**src/sv/mouse_aim_subpixel_accumulator_macros.svh**
```systemverilog
`ifndef MOUSE_AIM_SUBPIXEL_ACCUMULATOR_MACROS_SVH
`define MOUSE_AIM_SUBPIXEL_ACCUMULATOR_MACROS_SVH

// Clocked assertion, disabled while in reset.
`define MASA_ASSERT(label, prop, msg) \
  label: assert property (@(posedge clk_i) disable iff (!rst_ni) prop) \
    else $error(msg);

// Condition that must never be seen at a clock edge.
`define MASA_ASSERT_NEVER(label, expr, msg) \
  `MASA_ASSERT(label, !(expr), msg)

`endif

```
**src/sv/masa_pkg.sv**
```systemverilog
`timescale 1ns / 1ps

package masa_pkg;

  localparam int DELTA_W  = 16;
  localparam int GAIN_W   = 24;
  localparam int LEVEL_W  = 31;
  localparam int CFG_W    = 31;
  localparam int IDX_W    = 3;
  localparam int RES_W    = 32;
  localparam int PROD_W   = DELTA_W + GAIN_W + 1;
  localparam int SUM_W    = PROD_W + 1;
  localparam int STEP_W   = 16;

  localparam int RES_LIMIT    = 1073741824;
  localparam int DIRECT_SHIFT = 12;
  localparam int FRAC_SHIFT   = 14;

  localparam logic signed [SUM_W-1:0] SUM_HI = SUM_W'(RES_LIMIT);
  localparam logic signed [SUM_W-1:0] SUM_LO = -SUM_HI;
  localparam logic signed [RES_W-1:0] RES_HI = RES_W'(RES_LIMIT);
  localparam logic signed [RES_W-1:0] RES_LO = -RES_HI;

  localparam logic [GAIN_W-1:0] GAIN_RESET = GAIN_W'(16384);

  typedef enum logic [IDX_W-1:0] {
    CFG_GAIN_X   = 3'd0,
    CFG_GAIN_Y   = 3'd1,
    CFG_DEADZONE = 3'd2,
    CFG_SNAP     = 3'd3,
    CFG_DIRECT   = 3'd4,
    CFG_HOOK     = 3'd5,
    CFG_CARRY    = 3'd6
  } cfg_reg_e;

  typedef enum logic [1:0] {
    DEST_NONE = 2'd0,
    DEST_MEM  = 2'd1,
    DEST_HOOK = 2'd2
  } dest_e;

  typedef struct packed {
    logic sat;
    logic clear;
    logic take_step;
  } lane_ctl_t;

  typedef struct packed {
    logic                     res_zero;
    logic                     below_dz;
    logic                     step_nz;
    logic signed [STEP_W-1:0] step;
  } lane_info_t;

endpackage

```
**src/sv/masa_lane.sv**
```systemverilog
`timescale 1ns / 1ps

module masa_lane (
  input  logic                                  clk_i,
  input  logic                                  rst_ni,
  input  logic                                  load_i,
  input  logic                                  commit_i,
  input  logic signed [masa_pkg::DELTA_W-1:0]   delta_i,
  input  logic        [masa_pkg::GAIN_W-1:0]    gain_i,
  input  logic                                  direct_i,
  input  logic        [masa_pkg::LEVEL_W-1:0]   deadzone_i,
  input  logic        [masa_pkg::LEVEL_W-1:0]   snap_i,
  input  masa_pkg::lane_ctl_t                   ctl_i,
  output masa_pkg::lane_info_t                  info_o
);

  logic signed [masa_pkg::PROD_W-1:0] prod_d, prod_q;
  logic signed [masa_pkg::RES_W-1:0]  residual_d, residual_q;
  logic signed [masa_pkg::SUM_W-1:0]  sum;
  logic signed [masa_pkg::RES_W-1:0]  rs, rn, dir_q, leg_q, sub_val;
  logic        [masa_pkg::RES_W-1:0]  mag;
  logic                               at_snap, below_dz;
  logic signed [masa_pkg::STEP_W-1:0] step_leg, step;

  assign prod_d = masa_pkg::PROD_W'(delta_i) * masa_pkg::PROD_W'($signed({1'b0, gain_i}));

  always_ff @(posedge clk_i) begin
    if (load_i) begin
      prod_q <= prod_d;
    end
  end

  always_comb begin
    sum = masa_pkg::SUM_W'(residual_q) + masa_pkg::SUM_W'(prod_q);
    if (!ctl_i.sat) begin
      rs = residual_q;
    end else if (sum > masa_pkg::SUM_HI) begin
      rs = masa_pkg::RES_HI;
    end else if (sum < masa_pkg::SUM_LO) begin
      rs = masa_pkg::RES_LO;
    end else begin
      rs = sum[masa_pkg::RES_W-1:0];
    end

    mag      = rs[masa_pkg::RES_W-1] ? -rs : rs;
    below_dz = mag < {1'b0, deadzone_i};
    at_snap  = mag >= {1'b0, snap_i};

    dir_q = rs >>> masa_pkg::DIRECT_SHIFT;
    leg_q = rs >>> masa_pkg::FRAC_SHIFT;

    if (at_snap) begin
      step_leg = leg_q[masa_pkg::STEP_W-1:0];
    end else if (!below_dz) begin
      step_leg = rs[masa_pkg::RES_W-1] ? -16'sd1 : 16'sd1;
    end else begin
      step_leg = '0;
    end

    step = direct_i ? dir_q[masa_pkg::STEP_W-1:0] : step_leg;

    if (direct_i) begin
      sub_val = masa_pkg::RES_W'(step) <<< masa_pkg::DIRECT_SHIFT;
    end else begin
      sub_val = masa_pkg::RES_W'(step) <<< masa_pkg::FRAC_SHIFT;
    end
    rn = rs - sub_val;

    if (ctl_i.clear) begin
      residual_d = '0;
    end else if (ctl_i.take_step) begin
      residual_d = rn;
    end else begin
      residual_d = rs;
    end
  end

  always_ff @(posedge clk_i or negedge rst_ni) begin
    if (!rst_ni) begin
      residual_q <= '0;
    end else if (commit_i) begin
      residual_q <= residual_d;
    end
  end

  assign info_o.res_zero = (residual_q == '0);
  assign info_o.below_dz = below_dz;
  assign info_o.step_nz  = (step != '0);
  assign info_o.step     = step;

endmodule

```
**src/sv/mouse_aim_subpixel_accumulator.sv**
```systemverilog
`timescale 1ns / 1ps

// Sub-pixel mouse aim accumulator with one lane per axis. A poll enters every
// cycle unless the output is back-pressured; its result passes the product stage,
// then the residual update into the output register. The per-axis residual feedback
// (add product, saturate, pick step, subtract consumed part) is a single
// combinational path that sets the clock. Each accepted poll gives exactly
// one result transaction; destination none carries zero steps.
`include "mouse_aim_subpixel_accumulator_macros.svh"

module mouse_aim_subpixel_accumulator (
  input  logic                              clk_i,
  input  logic                              rst_ni,
  input  logic                              s_axis_tvalid_i,
  output logic                              s_axis_tready_o,
  input  logic [31:0]                       s_axis_tdata_i,  // delta_x, delta_y
  input  logic [1:0]                        s_axis_tuser_i,  // suspend, focused
  output logic                              m_axis_tvalid_o,
  input  logic                              m_axis_tready_i,
  output logic [31:0]                       m_axis_tdata_o,  // aim_x, aim_y
  output logic [1:0]                        m_axis_tuser_o,  // destination
  input  logic                              cfg_we_i,
  input  logic [masa_pkg::IDX_W-1:0]        cfg_idx_i,
  input  logic [masa_pkg::CFG_W-1:0]        cfg_wdata_i
);

  logic [masa_pkg::GAIN_W-1:0]  gain_x_q, gain_y_q;
  logic [masa_pkg::LEVEL_W-1:0] deadzone_q, snap_q;
  logic                         direct_q, hook_q, carry_q;

  logic                         s1_valid_q, s1_blocked_q, s1_has_delta_q;
  logic                         in_accept, adv2;

  logic                         m_valid_q;
  logic [masa_pkg::STEP_W-1:0]  aim_x_d, aim_x_q, aim_y_d, aim_y_q;
  masa_pkg::dest_e              dest_d, dest_q;

  logic                         idle, dz_hold, emit;
  masa_pkg::lane_ctl_t          ctl;
  masa_pkg::lane_info_t         info_x, info_y;

  always_ff @(posedge clk_i or negedge rst_ni) begin
    if (!rst_ni) begin
      gain_x_q   <= masa_pkg::GAIN_RESET;
      gain_y_q   <= masa_pkg::GAIN_RESET;
      deadzone_q <= '0;
      snap_q     <= '0;
      direct_q   <= 1'b0;
      hook_q     <= 1'b0;
      carry_q    <= 1'b1;
    end else if (cfg_we_i) begin
      case (masa_pkg::cfg_reg_e'(cfg_idx_i))
        masa_pkg::CFG_GAIN_X:   gain_x_q   <= cfg_wdata_i[masa_pkg::GAIN_W-1:0];
        masa_pkg::CFG_GAIN_Y:   gain_y_q   <= cfg_wdata_i[masa_pkg::GAIN_W-1:0];
        masa_pkg::CFG_DEADZONE: deadzone_q <= cfg_wdata_i[masa_pkg::LEVEL_W-1:0];
        masa_pkg::CFG_SNAP:     snap_q     <= cfg_wdata_i[masa_pkg::LEVEL_W-1:0];
        masa_pkg::CFG_DIRECT:   direct_q   <= cfg_wdata_i[0];
        masa_pkg::CFG_HOOK:     hook_q     <= cfg_wdata_i[0];
        masa_pkg::CFG_CARRY:    carry_q    <= cfg_wdata_i[0];
        default: ;
      endcase
    end
  end

  assign adv2            = s1_valid_q && (!m_valid_q || m_axis_tready_i);
  assign s_axis_tready_o = !s1_valid_q || adv2;
  assign in_accept       = s_axis_tvalid_i && s_axis_tready_o;

  always_ff @(posedge clk_i or negedge rst_ni) begin
    if (!rst_ni) begin
      s1_valid_q <= 1'b0;
    end else if (s_axis_tready_o) begin
      s1_valid_q <= s_axis_tvalid_i;
    end
  end

  always_ff @(posedge clk_i) begin
    if (in_accept) begin
      s1_blocked_q   <= s_axis_tuser_i[0] || !s_axis_tuser_i[1];
      s1_has_delta_q <= (s_axis_tdata_i[15:0] != '0) || (s_axis_tdata_i[31:16] != '0);
    end
  end

  masa_lane u_lane_x (
    .clk_i      (clk_i),
    .rst_ni     (rst_ni),
    .load_i     (in_accept),
    .commit_i   (adv2),
    .delta_i    ($signed(s_axis_tdata_i[15:0])),
    .gain_i     (gain_x_q),
    .direct_i   (direct_q),
    .deadzone_i (deadzone_q),
    .snap_i     (snap_q),
    .ctl_i      (ctl),
    .info_o     (info_x)
  );

  masa_lane u_lane_y (
    .clk_i      (clk_i),
    .rst_ni     (rst_ni),
    .load_i     (in_accept),
    .commit_i   (adv2),
    .delta_i    ($signed(s_axis_tdata_i[31:16])),
    .gain_i     (gain_y_q),
    .direct_i   (direct_q),
    .deadzone_i (deadzone_q),
    .snap_i     (snap_q),
    .ctl_i      (ctl),
    .info_o     (info_y)
  );

  always_comb begin
    idle    = !s1_has_delta_q && info_x.res_zero && info_y.res_zero;
    dz_hold = !direct_q && info_x.below_dz && info_y.below_dz;
    emit    = !s1_blocked_q && !idle && !dz_hold && (info_x.step_nz || info_y.step_nz);

    ctl.sat       = s1_has_delta_q;
    ctl.clear     = s1_blocked_q || (emit && !carry_q);
    ctl.take_step = emit;
  end

  always_comb begin
    if (emit) begin
      aim_x_d = info_x.step;
      aim_y_d = info_y.step;
      if (direct_q && hook_q) begin
        dest_d = masa_pkg::DEST_HOOK;
      end else begin
        dest_d = masa_pkg::DEST_MEM;
      end
    end else begin
      aim_x_d = '0;
      aim_y_d = '0;
      dest_d  = masa_pkg::DEST_NONE;
    end
  end

  always_ff @(posedge clk_i or negedge rst_ni) begin
    if (!rst_ni) begin
      m_valid_q <= 1'b0;
    end else if (adv2) begin
      m_valid_q <= 1'b1;
    end else if (m_axis_tready_i) begin
      m_valid_q <= 1'b0;
    end
  end

  always_ff @(posedge clk_i) begin
    if (adv2) begin
      aim_x_q <= aim_x_d;
      aim_y_q <= aim_y_d;
      dest_q  <= dest_d;
    end
  end

  assign m_axis_tvalid_o = m_valid_q;
  assign m_axis_tdata_o  = {aim_y_q, aim_x_q};
  assign m_axis_tuser_o  = dest_q;

  `MASA_ASSERT_NEVER(a_silent_zero, m_valid_q && dest_q == masa_pkg::DEST_NONE && (aim_x_q != '0 || aim_y_q != '0), "silent result carries a step")
  `MASA_ASSERT(a_hook_direct, m_valid_q && dest_q == masa_pkg::DEST_HOOK |-> direct_q, "hook result outside direct mode")
  `MASA_ASSERT(a_accept_fills, in_accept |=> s1_valid_q, "accepted poll lost before product stage")
  `MASA_ASSERT(a_stage_hold, s1_valid_q && !adv2 |=> s1_valid_q, "stalled poll dropped from product stage")

endmodule

```
**config.mk**
```make
export PLATFORM = sky130hd
export DESIGN_NAME = mouse_aim_subpixel_accumulator
export DESIGN_NICKNAME = d
export VERILOG_FILES = /design/src/sv/masa_pkg.sv /design/src/sv/masa_lane.sv /design/src/sv/mouse_aim_subpixel_accumulator.sv
export VERILOG_INCLUDE_DIRS = /design/src /design/src/sv
export SDC_FILE = /design/constraint.sdc
export NUM_CORES = 2
export LEC_CHECK = 0
export BUFFER_PORTS_ARGS = -buffer_cell sky130_fd_sc_hd__buf_2
export CORE_ASPECT_RATIO = 0.75
export CORE_MARGIN = 2
export CORE_UTILIZATION = 40
export DETAILED_ROUTE_END_ITERATION = 12
export PLACE_DENSITY = 0.6
export SYNTH_ARGS = -nofsm -noshare
export SYNTH_HDL_FRONTEND = slang
export SYNTH_HIERARCHICAL = 1
export SYNTH_SLANG_ARGS = --single-unit
```
**constraint.sdc**
```tcl
create_clock -name clk_i -period 12.65 [get_ports clk_i]
set_input_delay 0.6325 -clock clk_i [delete_from_list [all_inputs] [get_ports clk_i]]
set_output_delay 0.6325 -clock clk_i [all_outputs]
set_load 0.05 [all_outputs]
```
# After elaboration in Yosys (flattened, before gate mapping)
# Index checks and enable logic that the tools add are counted.
[op_classes]
addsub = 6
multipliers = 2
order_cmp = 8
n_eq_ne = 6
mux = 25
n_reduce_logical = 41
[ops]
columns = ["op", "n"]
rows = [
  ["32-bit two-way mux", 12],
  ["16-bit two-way mux", 8],
  ["32-bit by 41-bit adder with 42-bit output", 2],
  ["42-bit by 32-bit greater-than comparator with 1-bit output, second input constant", 2],
  ["42-bit by 31-bit < comparator with 1-bit output, second input constant", 2],
  ["16-bit by 25-bit multiplier with 41-bit output", 2],
  ["32-bit by 31-bit greater-or-equal comparator with 1-bit output", 2],
  ["32-bit logical NOT", 2],
  ["32-bit by 31-bit < comparator with 1-bit output", 2],
  ["32-bit negation", 2],
  ["16-bit nonzero test", 4],
  ["32-bit by 30-bit subtractor with 32-bit output", 2],
  ["29-bit two-way mux", 2],
  ["2-bit AND reduction", 7],
  ["1-bit logical AND", 11],
  ["3-bit == test, second input constant", 3],
  ["1-bit logical NOT", 9],
  ["3-bit by 2-bit == test with 1-bit output, second input constant", 2],
  ["1-bit logical OR", 6],
  ["3-bit by 1-bit == test with 1-bit output, second input constant", 1],
  ["3-bit logical NOT", 1],
  ["1-bit two-way mux", 2],
  ["2-bit two-way mux", 1],
  ["2-bit nonzero test", 1],
]
[word_totals]
reg_bits = 297
in_bits = 73
out_inout_bits = 36

# Logic depth before layout (Yosys ltp)
[depth]
word_depth = 17
depth_mapped = 59
mapped_depth_nobuf = 56

# Modules after synthesis
# Netlist, hierarchy kept.
[by_module_without_submodules]
columns = ["mod", "n_inst", "cells_each", "area_per_inst_um2", "seq_area_each_um2"]
rows = [
  ["masa_lane (u_lane_x)", 1, 2676, 22098.7, 2031.9],
  ["masa_lane (u_lane_y)", 1, 2675, 22013.6, 2031.9],
  ["mouse_aim_subpixel_accumulator", 1, 345, 5799.3, 3962.6],
]

# Worst setup path before layout
# Ideal clock, no wire load.
[synth_timing]
kind = "reg-to-reg"
start = "reg u_lane_y/residual_q[0] in the netlist's numbering"
end = "reg u_lane_y/residual_q[31] in the netlist's numbering"
t_arrival_ps = 11250
path_slack_ps = 1317
path_stages_with_launch = 57
n_path_buf = 4
path_cell_list = "dfrtp_1 -> ha_1 -> fa_1 -> a211oi_2 -> o21bai_1 -> o2111ai_1 -> a31oi_1 -> or3b_2 -> nand4_1 -> nor4_1 -> nor4b_1 -> o21bai_2 -> buf_2 -> clkbuf_1 -> and2_1 -> a21boi_0 -> ha_1 -> o21ai_0 -> [21 not listed] -> o21a_1 -> o21a_1 -> o21a_1 -> o21ai_0 -> a21oi_1 -> o21ai_0 -> a21boi_0 -> o21ai_0 -> a21boi_0 -> o21ai_0 -> nand2b_1 -> a21o_1 -> a21o_1 -> a31oi_1 -> o21ai_0 -> xnor2_1 -> a31o_2 -> o22ai_1"
[synth_between]
elab_chain_cells = 17
[synth_rtl]
columns = ["item", "line", "rtl"]
rows = [
  ["start, declared", "masa_lane.sv:18", "logic signed [masa_pkg::RES_W-1:0] residual_d, residual_q;"],
  ["start signal, assigned", "masa_lane.sv:82", "residual_q <= residual_d;"],
  ["branches (longest 16 deep; another with 32-bit by 41-bit adder with 42-bit output)", "--", ""],
  ["32-bit two-way mux *", "masa_lane.sv:69", "if (ctl_i.clear) begin"],
]
# Mark *: on every way between the ends.
# A chain may end at the register's enable or synchronous reset.

# Final worst setup path
[layout_timing]
start = "reg u_lane_x/residual_q[0] in the netlist's numbering"
end = "reg u_lane_x/residual_q[31] in the netlist's numbering"
[layout_between]
elab_chain_cells = 17
[layout_rtl]
columns = ["item", "line"]
rows = [
  ["start, declared", "masa_lane.sv:18"],
  ["start signal, assigned", "masa_lane.sv:82"],
  ["branches (longest 16 deep; another with 32-bit by 41-bit adder with 42-bit output)", "--"],
  ["32-bit two-way mux *", "masa_lane.sv:69"],
]
# Marked as above.

==> flow_summary.toml <==
[synth]
synth_area_sq_mm = 0.04991
synthAdderAreaFrac_pct = 37.56
yosys_warnings = 6
synthCells = 5696
synth.avg_cell_area_sq_um = 8.763
synthesis.nets = 6899
synthMuxAreaShare_pct = 3.016
yosys_most_used_dff = "dfrtp_1"
synth_compound_area_share_pct = 13.57
ys_types = 109
synth-simple-area-share_pct = 17.47
synth_enable_flop_cells = 118
ys_seq_area_share_pct = 16.08
synth_top_family_by_area = "adder cells"
async_flop_share_pct = 60.27
yosys.area_share.xor_xnor_pct = 3.545
ys_ff_latch = 297

[clock_network]
cts_root_buf = "clkbuf_16"
cts_max_level = 2
cts.path.max_buffers = 3
cts_sinks = 297
path_clk_slew_ns = 0.07
cts_tree = "yes"
cts_made_buffers = 38
clk_latency_ns = 0.61

[worst_setup_path]
cp.buffers_inverters = 3
slowest_delay_ns = 0.62
crit_family = "compound AO/OA/AOI/OAI gates"
cp-start-kind = "register"
cp_max_fo = 17
cp.required_ns = 13.14
r2r_cells = 55
critPathKind = "reg -> reg"
crit_slowest_cell = "or4_1"
end_kind = "register"
cp_num_cells = 55
worstPathArrival_ns = 12.51
cp_common_cell = "o21ai_0"

[grt]
grt_max_degree = 130
antenna_found_initial = 18
grt_pass1_vias = 40783
grtUsageTotal_pct = 24.86
grt_pass1_wl_mm = 245.9
overflow = 0

[routing]
viasPerCell = 5.618
drc_errors = 0
first_pass_iters = 6
wl_per_cell_um = 21.67
dr.first_iter.drc_count = 3652
ant_nets = 0
wl_mm = 159.6
num_vias = 41362

[timing]
tns_ns = 0
max-slew-margin-rel_pct = 11.63
finalSetupViolations = 0
hold_viol = 0
post-route-period-util_pct = 95.08
fin_hold_ws_ns = 0.2522
tightest_slew_ns = 1.313
max_clock_freq_mhz = 83.14
finalClockSkew_ns = 0.06397
fin_crit_ns = 12.03
slew_violations = 0

[cells_and_area]
fin_area_sq_mm = 0.05359
drive_above_1_share_pct = 7.708
finalNetCount = 6881
area_growth_pct = 7.373
stdcell_count = 7363

[worst_hold_path]
hold-path-cell-count = 2
worstHoldPathType = "in -> reg"

[die]
fp.dieH_um = 309.9
rows = 112
ios = 109
coreArea_sq_mm = 0.1242
die_w_um = 411.9
die-area_sq_mm = 0.1276
start_util_pct = 40.20

[placed_design]
dp.cells = 7285
dp_hpwl_mm = 123.8
post_dp_cell_area_sq_mm = 0.05207
numPortBuffers = 108
globalplace.congestion = 0.9432

[job]
cap_violations = 0

[outcome]
outcome = "finished clean"
## cell usage in the layout (no fill, tap or decap), types with 24 or more instances in the layout
master | Yosys | routed
nor4_1 | 29 | 29
clkbuf_16 | 0 | 39
nand2_1 | 661 | 661
a31oi_1 | 44 | 40
or3_1 | 24 | 24
xor2_1 | 53 | 53
nand4_1 | 47 | 47
xnor2_1 | 149 | 149
and3_1 | 52 | 52
fa_1 | 614 | 614
nor3_1 | 99 | 96
nand2b_1 | 81 | 81
ha_1 | 516 | 516
dfrtp_1 | 176 | 174
a21oi_1 | 285 | 280
o22ai_1 | 29 | 29
o21ai_0 | 207 | 202
mux2_2 | 112 | 112
buf_4 | 7 | 64
and2_1 | 337 | 335
nand3_1 | 66 | 66
nor2_1 | 235 | 233
inv_1 | 909 | 909
a21o_1 | 109 | 109
buf_2 | 17 | 107
edfxtp_1 | 118 | 118
o21bai_1 | 29 | 29
o21ai_1 | 19 | 24
o211ai_1 | 25 | 25
o21a_1 | 39 | 39
nor2b_1 | 25 | 25
## through the flow
stage	setup slack [ns]	util, %
2_1_floorplan	1.317	-
3_3_place_gp	0.4779	41.94
3_5_place_dp	0.3257	41.94
4_1_cts	0.2755	43.00
5_1_grt	-0.02129	43.16
6_report	0.6227	43.16
## timing repair
action                                  in CTS  in global routing
endpoints found under the setup margin       0                 11
buffers inserted                             0                  5
endpoints found under the hold margin       49                  0
gates resized for setup                      0                 41
hold buffers                                 1                  0
## flip-flops by register name (all words and copies together) (netlist names), 2 cells and up
register,cells
gain_y_q,24
u_lane_y/residual_q,32
aim_x_q,16
gain_x_q,24
u_lane_x/prod_q,41
m_axis_tuser_o,2
snap_q,31
deadzone_q,31
u_lane_x/residual_q,32
aim_y_q,16
u_lane_y/prod_q,41
## cell families (layout without fill, tap and decap cells)
family	count (synthesis)	in the layout
AND/OR/NAND/NOR	1752	1752
multiplexers	136	136
buffers and inverters	1144	1156
other	0	2
flip-flops	297	297
XOR/XNOR	202	202
adder cells (fa/ha/maj)	1130	1130
AO/OA/AOI/OAI	1035	1035
## worst reg2reg max path, delay by kind of cell, from the launching register on
kind | cells | cell delay, ns
xor+xnor | 2 | 0.46
simple gates | 14 | 2.38
compound gates | 31 | 6.60
buf+inv | 3 | 0.54
flops | 1 | 0.44
fa+ha+maj | 5 | 1.51
## cells in the mapped netlist, drive strengths merged (20+ instances only)
library cell / n / area share [%]
o21bai: 31 / 0.48
o22ai: 29 / 0.36
a21oi: 286 / 2.9
o21a: 39 / 0.59
a211oi: 24 / 0.40
nand2b: 81 / 1.0
o31ai: 20 / 0.34
nand2: 661 / 5.0
clkbuf: 200 / 1.5
fa: 614 / 25
nor2b: 25 / 0.31
o21ai: 226 / 2.3
o211ai: 27 / 0.43
nor4: 32 / 0.46
dfrtp: 176 / 8.8
and3: 52 / 0.65
ha: 516 / 13
a21o: 109 / 1.6
and2: 338 / 4.2
nor2: 237 / 1.8
mux2: 115 / 2.6
o2bb2ai: 23 / 0.40
buf: 32 / 0.38
xnor2: 149 / 2.6
or2: 21 / 0.27
nand4: 47 / 0.59
or3: 24 / 0.30
xor2: 53 / 0.93
mux2i: 21 / 0.42
a31oi: 44 / 0.55
edfxtp: 118 / 7.1
a21boi: 22 / 0.33
nand3: 66 / 0.66
inv: 909 / 6.8
nor3: 101 / 1.0
## layer usage
metal  share of wire [%]  up-vias  global-route usage [%]
met2                  39     1800                   33.94
met1                  49    20544                   39.23
met4                 1.5       18                   4.210
met3                  11      159                   6.295
li1                    -    18841                       -
met5               0.070        -                       0
## path summary, 6_finish.rpt
kind	startpoint	endpoint	slack, ns
min in group asynchronous	rst_ni	u_lane_x/residual_q[24]	0.57
hold reg to reg	s1_valid_q	m_axis_tvalid_o	0.49
setup / recovery	u_lane_x/residual_q[0]	u_lane_x/residual_q[31]	0.62
setup reg to reg	u_lane_x/residual_q[0]	u_lane_x/residual_q[31]	0.62
hold / removal	s_axis_tvalid_i	s1_valid_q	0.25
max in group asynchronous	rst_ni	gain_x_q[18]	9.88
## area by class of cell
class	count	area, sq um
multi-input cells	4255	37700
inverters	912	3428
repair buffers	174	1060
clock buffers	48	1033
well taps	1653	2068
diodes	2	5.005
flip-flops and latches	297	8029
fillers	12385	70570
clock inverters	22	271.5
Power is left out: the tool's default activity adds up to more than one toggle a clock period on the data nets, which glitch-free logic cannot reach.
